<file path="src/design/cpt_pkg.sv">
// shared types and constants for the checkpoint predecessor table
`timescale 1ns / 1ps
`default_nettype none

package cpt_pkg;

   localparam int DEF_TABLE_DEPTH = 16;
   localparam int DEF_OFFSET_BITS = 32;
   localparam int PORT_BITS       = 32;

   typedef enum logic {
      OP_INSERT = 1'b0,
      OP_QUERY  = 1'b1
   } op_type;

   typedef enum logic [3:0] {
      ST_IDLE  = 4'b0001,
      ST_SCAN  = 4'b0010,
      ST_DRAIN = 4'b0100,
      ST_RESP  = 4'b1000
   } state_type;

   // control from the sequencer to the compare unit
   typedef struct packed {
      logic   clear;
      logic   valid;
      op_type op;
   } scan_ctl_type;

endpackage

`default_nettype wire

</file>
<file path="src/design/checkpoint_predecessor_table.sv">
// top level of the checkpoint predecessor table
//
// bounded table of page-start byte offsets with a predecessor search
// input channel: an item is taken at a clock edge where start is high and
//   busy is low; req_operation selects insert or query, req_offset carries
//   the offset to insert or the key to search below
// insert: adds the offset unless it is already stored (rsp_found = 1 then);
//   slots fill in order, and once full the oldest slot is replaced round robin
// query: rsp_found tells whether some stored offset lies strictly below the
//   key, rsp_nearest_below gives the greatest such offset (zero otherwise)
// result channel: rsp_strobe is high for exactly one cycle per item; the
//   receiver cannot stall, so results never wait
// timing: one compare unit walks the stored entries one per cycle through the
//   registered read port of the table memory; the sequencer steps through
//   ST_SCAN, ST_DRAIN and ST_RESP and the strobe is registered from ST_RESP,
//   while an empty table goes straight to ST_RESP; busy drops in the
//   strobe cycle so the next item can go in at its end
// reset: fill count and replace pointer clear, the sequencer returns to idle;
//   the memory itself is not cleared, only slots below the fill count are read
`timescale 1ns / 1ps
`default_nettype none

module checkpoint_predecessor_table #(
   parameter int TABLE_DEPTH = cpt_pkg::DEF_TABLE_DEPTH,
   parameter int OFFSET_BITS = cpt_pkg::DEF_OFFSET_BITS
) (
   input  wire logic                          clock,
   input  wire logic                          reset,
   input  wire logic                          start,
   output      logic                          busy,
   input  wire logic                          req_operation,
   input  wire logic [cpt_pkg::PORT_BITS-1:0] req_offset,
   output      logic                          rsp_strobe,
   output      logic                          rsp_found,
   output      logic [cpt_pkg::PORT_BITS-1:0] rsp_nearest_below
);
   import cpt_pkg::*;

   localparam int AddrBits  = $clog2(TABLE_DEPTH);
   localparam int CountBits = $clog2(TABLE_DEPTH + 1);
   // bits of the port that survive into a stored offset
   localparam int KeepBits  = (OFFSET_BITS < PORT_BITS) ? OFFSET_BITS : PORT_BITS;

   // sequencer state
   state_type              state_ff, state_in;
   op_type                 op_ff, op_in;
   logic [OFFSET_BITS-1:0] key_ff, key_in;
   logic [AddrBits-1:0]    idx_ff, idx_in;
   logic                   rd_vld_ff;

   // table bookkeeping
   logic [CountBits-1:0]   fill_ff, fill_in;
   logic [AddrBits-1:0]    repl_ff, repl_in;

   // result registers
   logic                   rsp_strobe_ff, rsp_strobe_in;
   logic                   rsp_found_ff, rsp_found_in;
   logic [PORT_BITS-1:0]   rsp_near_ff, rsp_near_in;

   logic                   accept;
   logic                   last_read;
   logic                   table_full;
   logic                   rd_en;
   logic                   wr_en;
   logic [AddrBits-1:0]    wr_addr;
   logic [OFFSET_BITS-1:0] rd_data;
   logic [OFFSET_BITS-1:0] req_key;
   logic                   scan_found;
   logic [OFFSET_BITS-1:0] scan_best;
   scan_ctl_type           scan_ctl;

   assign accept     = start && (state_ff == ST_IDLE);
   assign busy       = (state_ff != ST_IDLE);
   assign req_key    = OFFSET_BITS'(req_offset[KeepBits-1:0]);
   assign last_read  = ((CountBits'(idx_ff) + CountBits'(1)) == fill_ff);
   assign table_full = (fill_ff == CountBits'(TABLE_DEPTH));
   assign rd_en      = (state_ff == ST_SCAN);

   // insert of a new value: append while filling, else replace oldest
   assign wr_en   = (state_ff == ST_RESP) && (op_ff == OP_INSERT) && !scan_found;
   assign wr_addr = table_full ? repl_ff : fill_ff[AddrBits-1:0];

   assign scan_ctl.clear = accept;
   assign scan_ctl.valid = rd_vld_ff;
   assign scan_ctl.op    = op_ff;

   always_comb begin
      state_in      = state_ff;
      op_in         = op_ff;
      key_in        = key_ff;
      idx_in        = idx_ff;
      fill_in       = fill_ff;
      repl_in       = repl_ff;
      rsp_strobe_in = 1'b0;
      rsp_found_in  = rsp_found_ff;
      rsp_near_in   = rsp_near_ff;
      case (state_ff)
         ST_IDLE: begin
            if (accept) begin
               op_in  = op_type'(req_operation);
               key_in = req_key;
               idx_in = '0;
               // empty table: nothing to walk
               state_in = (fill_ff == '0) ? ST_RESP : ST_SCAN;
            end
         end
         ST_SCAN: begin
            idx_in = idx_ff + AddrBits'(1);
            if (last_read) begin
               state_in = ST_DRAIN;
            end
         end
         ST_DRAIN: begin
            // last read word reaches the compare unit
            state_in = ST_RESP;
         end
         ST_RESP: begin
            rsp_strobe_in = 1'b1;
            rsp_found_in  = scan_found;
            rsp_near_in   = (op_ff == OP_QUERY && scan_found) ?
                            PORT_BITS'(scan_best[KeepBits-1:0]) : '0;
            if (wr_en) begin
               if (table_full) begin
                  repl_in = (repl_ff == AddrBits'(TABLE_DEPTH - 1)) ?
                            '0 : repl_ff + AddrBits'(1);
               end else begin
                  fill_in = fill_ff + CountBits'(1);
               end
            end
            state_in = ST_IDLE;
         end
         default: begin
            state_in = ST_IDLE;
         end
      endcase
   end

   always_ff @(posedge clock) begin
      if (reset) begin
         state_ff      <= ST_IDLE;
         fill_ff       <= '0;
         repl_ff       <= '0;
         rd_vld_ff     <= 1'b0;
         rsp_strobe_ff <= 1'b0;
      end else begin
         state_ff      <= state_in;
         fill_ff       <= fill_in;
         repl_ff       <= repl_in;
         rd_vld_ff     <= rd_en;
         rsp_strobe_ff <= rsp_strobe_in;
      end
   end

   always_ff @(posedge clock) begin
      op_ff        <= op_in;
      key_ff       <= key_in;
      idx_ff       <= idx_in;
      rsp_found_ff <= rsp_found_in;
      rsp_near_ff  <= rsp_near_in;
   end

   cpt_store #(
      .TABLE_DEPTH (TABLE_DEPTH),
      .OFFSET_BITS (OFFSET_BITS)
   ) u_store (
      .clock   (clock),
      .wr_en   (wr_en),
      .wr_addr (wr_addr),
      .wr_data (key_ff),
      .rd_en   (rd_en),
      .rd_addr (idx_ff),
      .rd_data (rd_data)
   );

   cpt_scan #(
      .OFFSET_BITS (OFFSET_BITS)
   ) u_scan (
      .clock (clock),
      .reset (reset),
      .ctl   (scan_ctl),
      .entry (rd_data),
      .key   (key_ff),
      .found (scan_found),
      .best  (scan_best)
   );

   assign rsp_strobe        = rsp_strobe_ff;
   assign rsp_found         = rsp_found_ff;
   assign rsp_nearest_below = rsp_near_ff;

endmodule

`default_nettype wire

</file>
<file path="src/design/cpt_store.sv">
// offset storage: one write port, one registered read port
`timescale 1ns / 1ps
`default_nettype none

module cpt_store #(
   parameter int TABLE_DEPTH = 16,
   parameter int OFFSET_BITS = 32
) (
   input  wire logic                           clock,
   input  wire logic                           wr_en,
   input  wire logic [$clog2(TABLE_DEPTH)-1:0] wr_addr,
   input  wire logic [OFFSET_BITS-1:0]         wr_data,
   input  wire logic                           rd_en,
   input  wire logic [$clog2(TABLE_DEPTH)-1:0] rd_addr,
   output      logic [OFFSET_BITS-1:0]         rd_data
);

   logic [OFFSET_BITS-1:0] mem_ff [TABLE_DEPTH];
   logic [OFFSET_BITS-1:0] rd_data_ff;

   always_ff @(posedge clock) begin
      if (wr_en) begin
         mem_ff[wr_addr] <= wr_data;
      end
   end

   always_ff @(posedge clock) begin
      if (rd_en) begin
         rd_data_ff <= mem_ff[rd_addr];
      end
   end

   assign rd_data = rd_data_ff;

endmodule

`default_nettype wire

</file>
<file path="src/design/cpt_scan.sv">
// shared compare unit: equality for inserts, running predecessor for queries
`timescale 1ns / 1ps
`default_nettype none

module cpt_scan #(
   parameter int OFFSET_BITS = 32
) (
   input  wire logic                   clock,
   input  wire logic                   reset,
   input  wire cpt_pkg::scan_ctl_type  ctl,
   input  wire logic [OFFSET_BITS-1:0] entry,
   input  wire logic [OFFSET_BITS-1:0] key,
   output      logic                   found,
   output      logic [OFFSET_BITS-1:0] best
);
   import cpt_pkg::*;

   logic                   found_ff;
   logic                   found_in;
   logic [OFFSET_BITS-1:0] best_ff;
   logic [OFFSET_BITS-1:0] best_in;
   logic                   is_equal;
   logic                   is_below;
   logic                   beats_best;

   assign is_equal   = (entry == key);
   assign is_below   = (entry < key);
   assign beats_best = !found_ff || (entry > best_ff);

   always_comb begin
      found_in = found_ff;
      best_in  = best_ff;
      if (ctl.clear) begin
         found_in = 1'b0;
         best_in  = '0;
      end else if (ctl.valid) begin
         case (ctl.op)
            OP_INSERT: begin
               if (is_equal) begin
                  found_in = 1'b1;
               end
            end
            OP_QUERY: begin
               if (is_below && beats_best) begin
                  found_in = 1'b1;
                  best_in  = entry;
               end
            end
            default: begin
               found_in = found_ff;
            end
         endcase
      end
   end

   always_ff @(posedge clock) begin
      if (reset) begin
         found_ff <= 1'b0;
      end else begin
         found_ff <= found_in;
      end
   end

   always_ff @(posedge clock) begin
      best_ff <= best_in;
   end

   assign found = found_ff;
   assign best  = best_ff;

endmodule

`default_nettype wire

</file>
<file path="config.mk">
export PLATFORM = sky130hd
export DESIGN_NAME = checkpoint_predecessor_table
export DESIGN_NICKNAME = d
export VERILOG_FILES = /design/src/design/cpt_pkg.sv /design/src/design/checkpoint_predecessor_table.sv /design/src/design/cpt_store.sv /design/src/design/cpt_scan.sv
export SDC_FILE = /design/constraint.sdc
export NUM_CORES = 1
export LEC_CHECK = 0
export ABC_AREA = 0
export CAP_MARGIN = 40
export CORE_UTILIZATION = 40
export CTS_CLUSTER_DIAMETER = 120
export DETAILED_ROUTE_END_ITERATION = 10
export DONT_BUFFER_PORTS = 1
export PLACE_DENSITY = 0.67
export SLEW_MARGIN = 20
export SYNTH_ARGS = -nofsm -noshare
export SYNTH_HDL_FRONTEND = slang
export SYNTH_HIERARCHICAL = 1
export SYNTH_SLANG_ARGS = --single-unit
</file>
<file path="constraint.sdc">
create_clock -name clock -period 5.1 [get_ports clock]
set_input_delay 1.02 -clock clock [delete_from_list [all_inputs] [get_ports clock]]
set_output_delay 1.02 -clock clock [all_outputs]
set_load 0.02 [all_outputs]
</file>
# [After elaboration in Yosys (flattened, before gate mapping)]
# Memory sizes are Yosys's and may differ from the RTL's. A register that Yosys moved wholly into a read port is not among the register bits.
# Index checks and enable logic that the tools add are counted.
[classes] addsub=4 bitwise_logic=2 n_eq_ne=13 reduce_logical=17 order_cmp=2 mux=14
[op_table] operator="equality test 32 bit" count=1
[op_table] operator="greater-than comparator 32 bit" count=1
[op_table] operator="< comparator 32 bit" count=1
[op_table] operator="2-to-1 mux 4 bit" count=6
[op_table] operator="one-hot mux 4 bit (3 select lines)" count=1
[op_table] operator="AND reduction 3 bit" count=4
[op_table] operator="adder 4 x 1 -> 4 bit, second input constant" count=2
[op_table] operator="equality test 4 bit, second input constant" count=2
[op_table] operator="one-hot mux 4 bit (2 select lines)" count=1
[op_table] operator="AND reduction 2 bit" count=3
[op_table] operator="adder 4 x 1 -> 5 bit, second input constant" count=1
[op_table] operator="adder 5 x 1 -> 5 bit, second input constant" count=1
[op_table] operator="equality test 5 bit" count=1
[op_table] operator="equality test 5 bit, second input constant" count=1
[op_table] operator="logical AND 1 bit" count=5
[op_table] operator="zero test 5 bit" count=1
[op_table] operator="2-to-1 mux 1 bit" count=5
[op_table] operator="equality test 4 x 1 -> 1 bit, second input constant" count=1
[op_table] operator="equality test 4 x 2 -> 1 bit, second input constant" count=1
[op_table] operator="equality test 4 x 3 -> 1 bit, second input constant" count=1
[op_table] operator="inequality test 2 x 1 -> 1 bit, second input constant" count=2
[op_table] operator="inequality test 2 bit, second input constant" count=2
[op_table] operator="inequality test 4 x 1 -> 1 bit, second input constant" count=1
[op_table] operator="inverter 1 bit" count=2
[op_table] operator="other kinds (5)" count=5
[word_totals] elab_cells=65 mem_bits_rw=512 memories=1 ff_bits=118 out_inout_bits=35
[memory_table] memory="u_store.mem_ff" words=16 width=32 rd=1 rd_clocked_by_memory_dff=1 wr=1 line_no="cpt_store.sv:18" rtl="logic [OFFSET_BITS-1:0] mem_ff [TABLE_DEPTH];"

# [Longest topological paths before layout]
# Gate-level depths: netlist of the first run.
[logic_depth] word_depth=5 mapped_depth=10 ltp_nobuf=9

# [By module]
# Netlist of the first run, hierarchy kept.
[modules_own_cells] mod="cpt_store" cells_per_inst=838 seq_area_each_um2=16335.7 area_each_um2=20155.6 instances=1
[modules_own_cells] mod="checkpoint_predecessor_table" cells_per_inst=218 seq_area_each_um2=2402.3 area_each_um2=3256.9 instances=1
[modules_own_cells] mod="cpt_scan" cells_per_inst=371 seq_area_each_um2=660.6 area_each_um2=3069.2 instances=1

# [Least setup slack after synthesis of the first run]
# No wires, ideal clock.
[synth_path] path_type="register -> register" from="reg state_ff[0]" to="mem u_store.mem_ff[0][0], enable pin" period_less_slack_ps=5319 n_path_buf=1 required_time_ps=4639 stages_incl_launch_ff=6 setup_slack_ps=-219 arrival_ps=4858 cell_sequence="dfxtp_1 -> buf_6 -> nor4b_4 -> and2_1 -> or3b_2 -> nor3_1"
[synth_via] elab_chain_len=5
[synth_lines] element="from (decl)" line_no="checkpoint_predecessor_table.sv:45" rtl="state_type state_ff, state_in;"
[synth_lines] element="from (signal assigned)" line_no="checkpoint_predecessor_table.sv:146" rtl="state_ff <= state_in;"
[synth_lines] element="equality test 4 bit" line_no="checkpoint_predecessor_table.sv:80" rtl="assign wr_en = (state_ff == ST_RESP) && (op_ff == OP_INSERT) && !scan_found;"
[synth_lines] element="logical AND 1 bit (2 in a row)" line_no="checkpoint_predecessor_table.sv:80"
[synth_lines] element="net wr_en" line_no="checkpoint_predecessor_table.sv:64" rtl="logic wr_en;"
[synth_lines] element="2-to-1 mux 1 bit" line_no="cpt_store.sv:22" rtl="if (wr_en) begin"
[synth_lines] element="2-to-1 mux 1 bit (not written as such)" line_no="cpt_store.sv:23" rtl="mem_ff[wr_addr] <= wr_data;"
[synth_lines] element="to (decl)" line_no="cpt_store.sv:18"
# The timed path passes the listed nets, and every way through them passes these cells.

# [Worst setup path in the final report of the first run]
[layout_path] from="reg key_ff[13]" to="reg u_scan.best_ff[1], in the netlist u_scan/best[1]"
[layout_via] elab_chain_len=3
[layout_lines] element="from (decl)" line_no="checkpoint_predecessor_table.sv:47" rtl="logic [OFFSET_BITS-1:0] key_ff, key_in;"
[layout_lines] element="from (signal assigned)" line_no="checkpoint_predecessor_table.sv:156" rtl="key_ff <= key_in;"
[layout_lines] element="< comparator 32 bit" line_no="cpt_scan.sv:27" rtl="assign is_below = (entry < key);"
[layout_lines] element="logical AND 1 bit" line_no="cpt_scan.sv:44" rtl="if (is_below && beats_best) begin"
[layout_lines] element="AND reduction 3 bit (no line)"
[layout_lines] element="to (signal assigned)" line_no="cpt_scan.sv:65" rtl="best_ff <= best_in;"
[layout_lines] element="to (decl)" line_no="cpt_scan.sv:20" rtl="logic [OFFSET_BITS-1:0] best_ff;"
# No other way between the ends.
# A chain may end at the register's enable or synchronous reset.

==> results of run 1 <==
-- power groups by stage --
| stage | clock, W | sequential (W) | combinational, W |
|---|---|---|---|
| after detailed placement | 0 | 0.00620 | 0.000561 |
| after CTS | 0.00483 | 0.00609 | 0.000563 |
| after global placement | 0 | 0.00620 | 0.000543 |
| after floorplan | 0 | 0.00618 | 0.000361 |
| after global routing | 0.00504 | 0.00609 | 0.000606 |
| final | 0.00473 | 0.00608 | 0.000564 |
-- worst max-delay path: cells and delay by family, from the launching register on --
kind	cells	cell delay, ns
multiplexers	1	0.26
AND/OR/NAND/NOR	3	0.48
flip-flops	1	0.74
AO/OA/AOI/OAI	3	0.97
buffers and inverters	2	0.63
adder cells (fa/ha/maj)	1	0.31
-- cell type report --
type,count,area (sq um)
clock inverters,40,324.1
fillers,5346,34540
flip-flops and latches,662,19400
clock buffers,82,1807
well taps,855,1070
multi-input cells,634,6660
diodes,1,2.502
repair buffers,58,878.3
inverters,67,251.5
-- cell families (layout without fill, tap and decap cells) --
logic type / after synthesis / in the layout
adder cells (fa/ha/maj): 68 / 68
AND/OR/NAND/NOR: 257 / 257
multiplexers: 163 / 163
buffers and inverters: 131 / 247
XOR/XNOR: 11 / 11
other: 0 / 1
flip-flops: 662 / 662
AO/OA/AOI/OAI: 135 / 135
-- worst max path at each step --
stage | depth (start not counted) | end
4_1_cts | 10 | u_scan/best[28]$_SDFFE_PP0P_
5_1_grt | 10 | u_scan/best[1]$_SDFFE_PP0P_
3_5_place_dp | 10 | u_scan/best[28]$_SDFFE_PP0P_
6_report | 10 | u_scan/best[1]$_SDFFE_PP0P_
2_1_floorplan | 5 | u_store/mem_ff[8][0]$_DFFE_PP_
3_3_place_gp | 7 | u_store/mem_ff[7][11]$_DFFE_PP_
-- metal layers --
| metal | up-vias | GRT usage, % |
|---|---|---|
| met5 | - | 0 |
| met4 | 2 | 5.196 |
| met3 | 110 | 3.671 |
| met2 | 536 | 28.26 |
| met1 | 7070 | 26.37 |
| li1 | 5828 | - |
-- metrics by stage --
step	worst slack (ns)	power [W]	utilization, %	std cells	cell area (sq um)
floorplan	0.1288	0.006541	-	1427	26490
global placement	1.616	0.006738	42.61	2251	27670
detailed placement	1.553	0.006762	43.47	2274	28220
CTS	1.496	0.01148	46.75	2396	30350
global route	1.319	0.01173	46.80	2398	30390
finish	1.559	0.01138	46.81	2399	30390
-- registers in the layout, indices dropped and copies added, names as in the netlist, 4 cells and up --
| signal | flops |
|---|---|
| u_store/mem_ff | 512 |
| u_store/rd_data | 32 |
| state_ff | 4 |
| repl_ff | 4 |
| idx_ff | 4 |
| rsp_nearest_below | 32 |
| u_scan/best | 32 |
| fill_ff | 5 |
| key_ff | 32 |
-- cell usage in the layout, fill, tap and decap left out, drive strengths merged, types with 2 or more instances in the layout --
cell type  netlist  routed
nor2b            7       7
nor3             7       7
a221o            2       2
or3              3       3
nor2            36      36
clkinv           0      34
o21ai           14      14
xor2             7       7
buf             31      58
nand2b          69      69
nor4             3       3
dfxtp           48      48
and3            32      32
and4b            2       2
nand3           12      12
a21oi           32      32
and2             5       5
nand2           54      54
edfxtp         614     614
mux2i           35      35
a22oi           64      64
a21o             6       6
a31oi            2       2
inv             67      70
nor4b            2       2
a211oi           4       4
bufinv           0       2
o211ai           2       2
xnor2            4       4
ha              68      68
mux4           128     128
clkbuf          33      82
nand4           15      15
nand3b           4       4
a211o            2       2
==> flow_summary.yaml, run 1 <==
yosys:
  synth_xor_area_share_pct: 0.3638
  yosysMostFrequentCell: "edfxtp_1"
  synth_area_leaders: "edfxtp_1 (70%), mux4_2 (11%), dfxtp_1 (3.6%)"
  synth_compound_area_share_pct: 3.501
  yosys_warnings: 6
  avgSynthCellArea_sq_um: 18.56
  ys_seq_elements: 662
  synth_edf_count: 614
  synthArstFlopShare_pct: 0
  synth_top_family_by_area: "multiplexers"
  synth_cells: 1427
  synth_nets: 1531
  yosys-mux-area-fraction_pct: 12.21
  synthAdderAreaFrac_pct: 3.213
  synth_area_sq_mm: 0.02648
  ys_types: 53
  yosysTopAreaCellShare_pct: 69.62
  synth_largest_area_cell: "edfxtp_1"
  synth_common_cells: "edfxtp_1 (614), mux4_2 (128), nand2b_1 (69)"
  ys_seq_area_share_pct: 73.25
  ys.flop_type: "edfxtp_1"
  yosys.area_share.simple_pct: 5.325
grt:
  grt_pass1_wl_mm: 90.15
  grt_pass1_vias: 13520
  antenna_found_initial: 4
  grt_max_degree: 85
  grt_overflow: 0
  gr-usage-all-layers_pct: 18.31
cts:
  cts_tree: "yes"
  cts.sinks: 662
  path_clk_slew_ns: 0.06
  holdBufCountCts: 0
  clk_latency_ns: 0.61
  cts_setup_buffers: 0
  h-tree-depth: 3
  postCtsResizedCells: 0
  cts_buffer_depth: 3
  root_buffer: "clkbuf_16"
  cts_buffers: 68
critical_path:
  slowest_stage: "edfxtp_1"
  start_kind: "flip-flop"
  r2r_slack_ns: 1.56
  reg2reg_to: "u_scan/best[1]$_SDFFE_PP0P_"
  critPathMaxFanout: 32
  r2r_start: "key_ff[13]$_DFFE_PP_"
  criticalPathCategory: "flip-flop to flip-flop"
  arrival_ns: 4.06
  cp_slowest_stage_delay_ns: 0.74
  path_cells: "inv_1 -> ha_1 -> nand4_1 -> nor2_1 -> a221o_1 -> o31ai_1 -> nand3_1 -> a311oi_4 -> buf_4 -> mux2i_1"
  critPathRequiredTime_ns: 5.62
  rr_worst_depth: 10
  setup.worst_path.start: "key_ff[13]$_DFFE_PP_"
  crit_path_end_kind: "flip-flop"
placement:
  gp_congestion: 0.8386
  port_buffers: 0
  place_hpwl_mm: 38.14
layout:
  drive_above_1_share_pct: 19.83
  area_growth_pct: 14.76
  final_nets: 1595
sta:
  worst_pin_slew_ns: 0.8447
  clock.fmax_mhz: 282.4
  setup_viol: 0
  slew-limit-headroom_pct: 43.17
  drv_slew: 0
  hold_slack_ns: 0.4864
  rsz0062_at_grt: "no"
  hold_violations: 0
  period_share_pct: 69.44
  setup_tns_ns: 0
  layout_min_cycle_time_ns: 3.541
  skew_ns: 0.02557
run_status:
  status: "complete, no violations"
detailed_routing:
  num_vias: 13550
  wl_per_cell_microns: 25.31
  wl_met2_mm: 28.33
  highest_layer: "met5"
  drc: 0
  finalWirelength_mm: 60.73
  vias_per_cell: 5.647
  detail-route-antenna-nets: 0
  dr.pass1.iters: 5
  wl_met1_mm: 26.71
  route.met3.wl_mm: 4.134
  drt_iter0_markers: 1355
power:
  p_leak_nw: 9.971
  p_clk_share_pct: 41.6
  power.internal_w: 0.008894
  swShare_pct: 21.84
  p_sw_w: 0.002485
  seq_power_share_pct: 53.4
  peakVddDrop_mv: 0.2682
  cellPowerDensity_mw_per_mm2: 374.4
  comb_power_share_pct: 5.0
floorplanning:
  die_w_microns: 259.3
  initial_utilization_pct: 40.79
  rows: 93
  io_pins: 71
  die_y_microns: 259.3
  core-area_sq_mm: 0.06493
  dieArea_sq_mm: 0.06724
worst_hold_path:
  hold_end: "u_scan/best[2]$_SDFFE_PP0P_"
  min_from: "u_scan/best[2]$_SDFFE_PP0P_"
  min_path_type: "flip-flop to flip-flop"
  holdPathStages: 2
job:
  cap_violations: 0
(Power assumes the default switching activity.)
==> run 2, diff against run 1 <==
clock period = 3.2 ns   (was 5.1 ns; I/O delays follow)
==> run 2 against run 1 <==
  * Maximum frequency is 18% higher
  * Total power up 62%
  * Setup slack worse by 1.4 ns
  * Register-to-register slack got worse by 1.4 ns
  * Wire length is 1.2% higher
  * Sequential cell count did not move
  * Final area increased by 0.91%
  * Count of clock-buffer cells in the layout up 6
  * Largest power group unchanged
  * Highest routed layer is now met4
==> flow_summary.yaml, run 2 (same netlist as run 1, synthesis figures left out) <==
run_status:
  status: "complete, no violations"
layout:
  area_growth_pct: 15.80
  final_common_cell: "edfxtp_1"
  drive_above_1_share_pct: 22.36
  post-route-util_pct: 47.23
  largest_reg_flops: 512
  final_nets: 1645
  final_cell_mix: "edfxtp_1 (614), mux4_2 (128), buf_4 (87)"
  fill_cells: 5328
  final_cell_area_sq_mm: 0.03067
  top_register: "u_store/mem_ff"
critical_path:
  critPathRequiredTime_ns: 3.71
  r2r_slack_ns: 0.20
  cp.depth: 10
  start_kind: "flip-flop"
  critPathTopFamily: "compound AO/OA/AOI/OAI gates"
  arrival_ns: 3.51
  criticalPathCategory: "flip-flop to flip-flop"
  path_cells: "inv_1 -> ha_1 -> a21oi_1 -> nand2_1 -> a221o_1 -> o31ai_1 -> nand3_1 -> a311oi_4 -> buf_4 -> mux2i_1"
  slowest_stage: "edfxtp_1"
  worst-path-buf-inv: 2
  cp_slowest_stage_delay_ns: 0.49
  critPathMaxFanout: 12
  rr_worst_depth: 10
  crit_path_end_kind: "flip-flop"
floorplanning:
  dieArea_sq_mm: 0.06724
  rows: 93
  die_y_microns: 259.3
  die_w_microns: 259.3
  core-area_sq_mm: 0.06493
  io_pins: 71
  initial_utilization_pct: 40.79
grt:
  grt_pass1_vias: 14040
  grt_overflow: 0
  gr-usage-all-layers_pct: 18.63
  antenna_found_initial: 4
  grt_max_degree: 51
  grt_pass1_wl_mm: 91.14
worst_hold_path:
  holdPathStages: 1
  min_path_type: "input port to flip-flop"
power:
  p_leak_nw: 10.18
  p_clk_share_pct: 42.5
  peakVddDrop_mv: 0.3096
  power.internal_w: 0.01460
  seq_power_share_pct: 52.4
  comb_power_share_pct: 5.1
  cellPowerDensity_mw_per_mm2: 600.5
  p_sw_w: 0.003816
  swShare_pct: 20.72
cts:
  holdBufCountCts: 0
  h-tree-depth: 3
  cts_tree: "yes"
  postCtsResizedCells: 0
  cts_buffer_depth: 3
  path_clk_slew_ns: 0.06
  cts.sinks: 662
  root_buffer: "clkbuf_16"
  clk_latency_ns: 0.60
  cts_buffers: 69
detailed_routing:
  wl_per_cell_microns: 25.09
  detail-route-antenna-nets: 0
  drt_iter0_markers: 1366
  drc: 0
  num_vias: 13600
  finalWirelength_mm: 61.45
  dr.pass1.iters: 5
  vias_per_cell: 5.554
sta:
  hold_violations: 0
  hold_slack_ns: 0.1183
  clock.fmax_mhz: 333.3
  rsz0062_at_grt: "no"
  setup_viol: 0
  skew_ns: 0.02337
  period_share_pct: 93.75
  layout_min_cycle_time_ns: 3.000
  drv_slew: 0
  slew-limit-headroom_pct: 42.36
  worst_pin_slew_ns: 0.8647
placement:
  dpl-instance-area_sq_mm: 0.02841
  gp_congestion: 0.8615
  port_buffers: 0
  place_hpwl_mm: 38.66
job:
  cap_violations: 0
## run 2: cell types whose count changed in the layout (fill, tap and decap cells not counted), sizes merged
cell / previous run / this run
buf: 58 / 107
clkbuf: 82 / 88
clkinv: 34 / 24
diode: 1 / 2
bufinv: 2 / 6
## run 2: layout make-up
cell class              count  area, sq um  area share [%]
repair buffers            107         1054           3.435
clock inverters            34        335.3           1.093
multi-input cells         634         6681           21.79
flip-flops and latches    662        19400           63.26
diodes                      2        5.005         0.01632
clock buffers              88         1872           6.104
well taps                 855         1070           3.488
inverters                  67        251.5          0.8201
## run 2: final timing paths
check                                             startpoint                           end
worst max-delay path                    key_ff[14]$_DFFE_PP_  u_scan/best[12]$_SDFFE_PP0P_
worst min-delay path                                   reset       repl_ff[3]$_SDFFE_PP0P_
worst max register to register          key_ff[14]$_DFFE_PP_  u_scan/best[12]$_SDFFE_PP0P_
worst min register to register  u_scan/best[17]$_SDFFE_PP0P_  u_scan/best[17]$_SDFFE_PP0P_
## run 2: what timing repair did
item / in CTS / in global routing
endpoints found under the setup margin: 0 / 30
endpoints found under the hold margin: 0 / 0
buffers inserted: 0 / 6
## run 2: metrics by stage
stage | total power (W) | setup WS (ns) | cells | setup TNS (ns)
2_1_floorplan | 0.01043 | -0.6366 | 1427 | -156.03
3_3_place_gp | 0.01075 | 0.2421 | 2319 | 0
3_5_place_dp | 0.01078 | 0.09569 | 2319 | 0
4_1_cts | 0.01857 | 0.07819 | 2441 | 0
5_1_grt | 0.01895 | 0.01630 | 2447 | 0
6_report | 0.01842 | 0.1998 | 2449 | 0
## run 2: metal layers
metal	up-vias	global-route usage (%)	part of all wire (%)
met3	93	4.687	8.6
met2	568	29.36	47
met1	7015	25.48	42
met4	0	5.735	2.5
li1	5926	-	-
met5	-	0	0
## run 2: power groups by stage
stage	combinational, W	clock [W]	sequential (W)
3_5_place_dp	0.000939	0	0.00984
6_report	0.000941	0.00782	0.00965
2_1_floorplan	0.000578	0	0.00985
3_3_place_gp	0.000920	0	0.00983
5_1_grt	0.00102	0.00827	0.00966
4_1_cts	0.000940	0.00798	0.00965
==> run 3, diff against run 2 <==
--- a/config.mk
+++ b/config.mk
@@ -8,8 +8,10 @@
 export ABC_AREA = 0
 export CAP_MARGIN = 40
+export CORE_MARGIN = 2
 export CORE_UTILIZATION = 40
 export CTS_CLUSTER_DIAMETER = 120
 export DETAILED_ROUTE_END_ITERATION = 10
 export DONT_BUFFER_PORTS = 1
+export GPL_ROUTABILITY_DRIVEN = 0
 export PLACE_DENSITY = 0.67
 export SLEW_MARGIN = 20
==> constraint.sdc (replaced) <==
create_clock -name clock -period 3.2 [get_ports clock]
set_input_delay 0.48 -clock clock [delete_from_list [all_inputs] [get_ports clock]]
set_output_delay 0.48 -clock clock [all_outputs]
set_load 0.02 [all_outputs]
==> run 3 against run 2 <==
  * Sequential cell count unchanged
  * Critical path depth rose by 1
  * Largest cell class unchanged
  * Largest power group unchanged
  * Sequential share of layout area shrank 0.65 points
  * Cell count increased by 2.1%
  * Via count rose by 1.9%
==> flow_summary.yaml, run 3 (same netlist as run 1, synthesis figures left out) <==
layout:
  drive_above_1_share_pct: 22.13
  multiInputGateArea_sq_mm: 0.006681
  stdcell_count: 2501
  fill_cells: 5440
  area_growth_pct: 17.01
  final_cell_mix: "edfxtp_1 (614), mux4_2 (128), buf_4 (89)"
  top_register: "u_store/mem_ff"
  final_nets: 1683
  final-seq-area_sq_mm: 0.01940
  largest_reg_flops: 512
  final_common_cell: "edfxtp_1"
  final_cell_area_sq_mm: 0.03099
power:
  peakVddDrop_mv: 0.3402
  p_clk_share_pct: 41.7
  power.internal_w: 0.01434
  total_power_w: 0.01823
  p_sw_w: 0.003887
  p_leak_nw: 10.29
  swShare_pct: 21.32
  comb_power_share_pct: 5.4
  seq_power_share_pct: 52.9
  cellPowerDensity_mw_per_mm2: 588.3
sta:
  drv_slew: 0
  clock.fmax_mhz: 328.9
  worst_pin_slew_ns: 0.6853
  hold_violations: 0
  skew_ns: 0.02009
  hold_slack_ns: 0.09165
  slew-limit-headroom_pct: 54.16
  layout_min_cycle_time_ns: 3.041
  setup_viol: 0
  period_share_pct: 95.02
floorplanning:
  io_pins: 71
  die_y_microns: 261.3
  initial_utilization_pct: 40.35
  dieArea_sq_mm: 0.06828
  rows: 94
  core-area_sq_mm: 0.06563
  die_w_microns: 261.3
detailed_routing:
  drt_iter0_markers: 1470
  detail-route-antenna-nets: 0
  wl_per_cell_microns: 24.77
  drc: 0
  highest_layer: "met5"
  num_vias: 13860
  dr.pass1.iters: 5
  wl_met2_mm: 28.72
  wl_met1_mm: 27.01
  route.met3.wl_mm: 4.748
  finalWirelength_mm: 61.94
  vias_per_cell: 5.542
grt:
  gr-usage-all-layers_pct: 18.40
  grt_pass1_wl_mm: 91.58
  antenna_found_initial: 5
  grt_pass1_vias: 14040
  grt_max_degree: 55
  grt_overflow: 0
cts:
  postCtsResizedCells: 0
  h-tree-depth: 3
  cts_buffer_depth: 3
  clk_latency_ns: 0.60
  cts.sinks: 662
  root_buffer: "clkbuf_16"
  cts_tree: "yes"
  cts_buffers: 70
  path_clk_slew_ns: 0.06
worst_hold_path:
  min_path_type: "input port to flip-flop"
critical_path:
  arrival_ns: 3.57
  cp_slowest_stage_delay_ns: 0.51
  start_kind: "flip-flop"
  crit_path_end_kind: "flip-flop"
  critPathRequiredTime_ns: 3.73
  critPathMaxFanout: 16
  path_cells: "inv_1 -> ha_1 -> nand4_1 -> nor4_1 -> buf_4 -> a21boi_1 -> o31ai_1 -> nand3_1 -> a311oi_4 -> buf_12 -> mux2i_1"
  criticalPathCategory: "flip-flop to flip-flop"
  slowest_stage: "edfxtp_1"
placement:
  place_hpwl_mm: 36.03
  dpl-instance-area_sq_mm: 0.02837
  dp.cells: 2319
  port_buffers: 0
run_status:
  status: "complete, no violations"
job:
  cap_violations: 0
==> run 3: changes by cell type in the layout (fill, tap and decap cells not counted), moves of 2 or more <==
cell           before  now
clkinvlp_4          1    5
inv_6               3    6
bufinv_16           6    3
buf_4              87   89
dlygate4sd3_1       0   34
clkinv_1           11   14
clkinv_2           11   13
==> run 3: worst max-delay path, delay by kind of cell, from the launching register on <==
kind | cells | cell delay, ns
simple gates | 3 | 0.54
flops | 1 | 0.51
buf+inv | 3 | 0.47
fa+ha+maj | 1 | 0.31
mux | 1 | 0.21
compound gates | 3 | 0.90
==> run 3: area by class of cell <==
| type | count | area share, % |
|---|---|---|
| timing repair buffer | 144 | 4.611 |
| clock buffer | 87 | 5.927 |
| multi-input combinational | 634 | 21.56 |
| sequential | 662 | 62.60 |
| clock inverter | 42 | 0.9893 |
| inverter | 67 | 0.8116 |
| tap | 864 | 3.489 |
| antenna | 1 | 0.008076 |
==> run 3: timing repair <==
| action | CTS | global route |
|---|---|---|
| hold buffers | 34 | 0 |
| pin swaps | 0 | 0 |
| setup endpoints to repair | 26 | 32 |
| hold endpoints to repair | 48 | 0 |
| buffers inserted | 2 | 16 |
==> run 3: worst paths after layout <==
| path | from | to | slack (ns) | cells past startpoint |
|---|---|---|---|---|
| worst max-delay path | key_ff[13]$_DFFE_PP_ | u_scan/best[25]$_SDFFE_PP0P_ | 0.16 | 11 |
| worst min-delay path | start | state_ff[3]$_SDFFE_PP0P_ | 0.09 | 2 |
| worst max register to register | key_ff[13]$_DFFE_PP_ | u_scan/best[25]$_SDFFE_PP0P_ | 0.16 | 11 |
| worst min register to register | u_scan/best[28]$_SDFFE_PP0P_ | u_scan/best[28]$_SDFFE_PP0P_ | 0.49 | 2 |
==> run 3: power groups by stage <==
stage / combinational (W) / sequential, W / clock [W]
after floorplan: 0.000578 / 0.00985 / 0
after global placement: 0.000884 / 0.00983 / 0
after detailed placement: 0.000902 / 0.00984 / 0
after CTS: 0.000959 / 0.00965 / 0.00777
after global routing: 0.00106 / 0.00964 / 0.00810
final: 0.000979 / 0.00964 / 0.00761
==> run 3: per-layer routing <==
metal  vias to the layer above  global-route usage [%]
met3                       105                   3.630
met5                         -                       0
li1                       5997                       -
met2                       563                   28.60
met4                         8                   5.792
met1                      7188                   26.27
==> run 3: per-stage QoR <==
| stage | setup slack [ns] | TNS (ns) | utilization, % |
|---|---|---|---|
| 4_1_cts | 0.003729 | 0 | 47.03 |
| 5_1_grt | -0.03746 | -0.2248 | 47.21 |
| 3_5_place_dp | -0.02544 | -0.05459 | 43.22 |
| 2_1_floorplan | -0.6366 | -156.03 | - |
| 3_3_place_gp | 0.09559 | 0 | 43.22 |
| 6_report | 0.1595 | 0 | 47.22 |
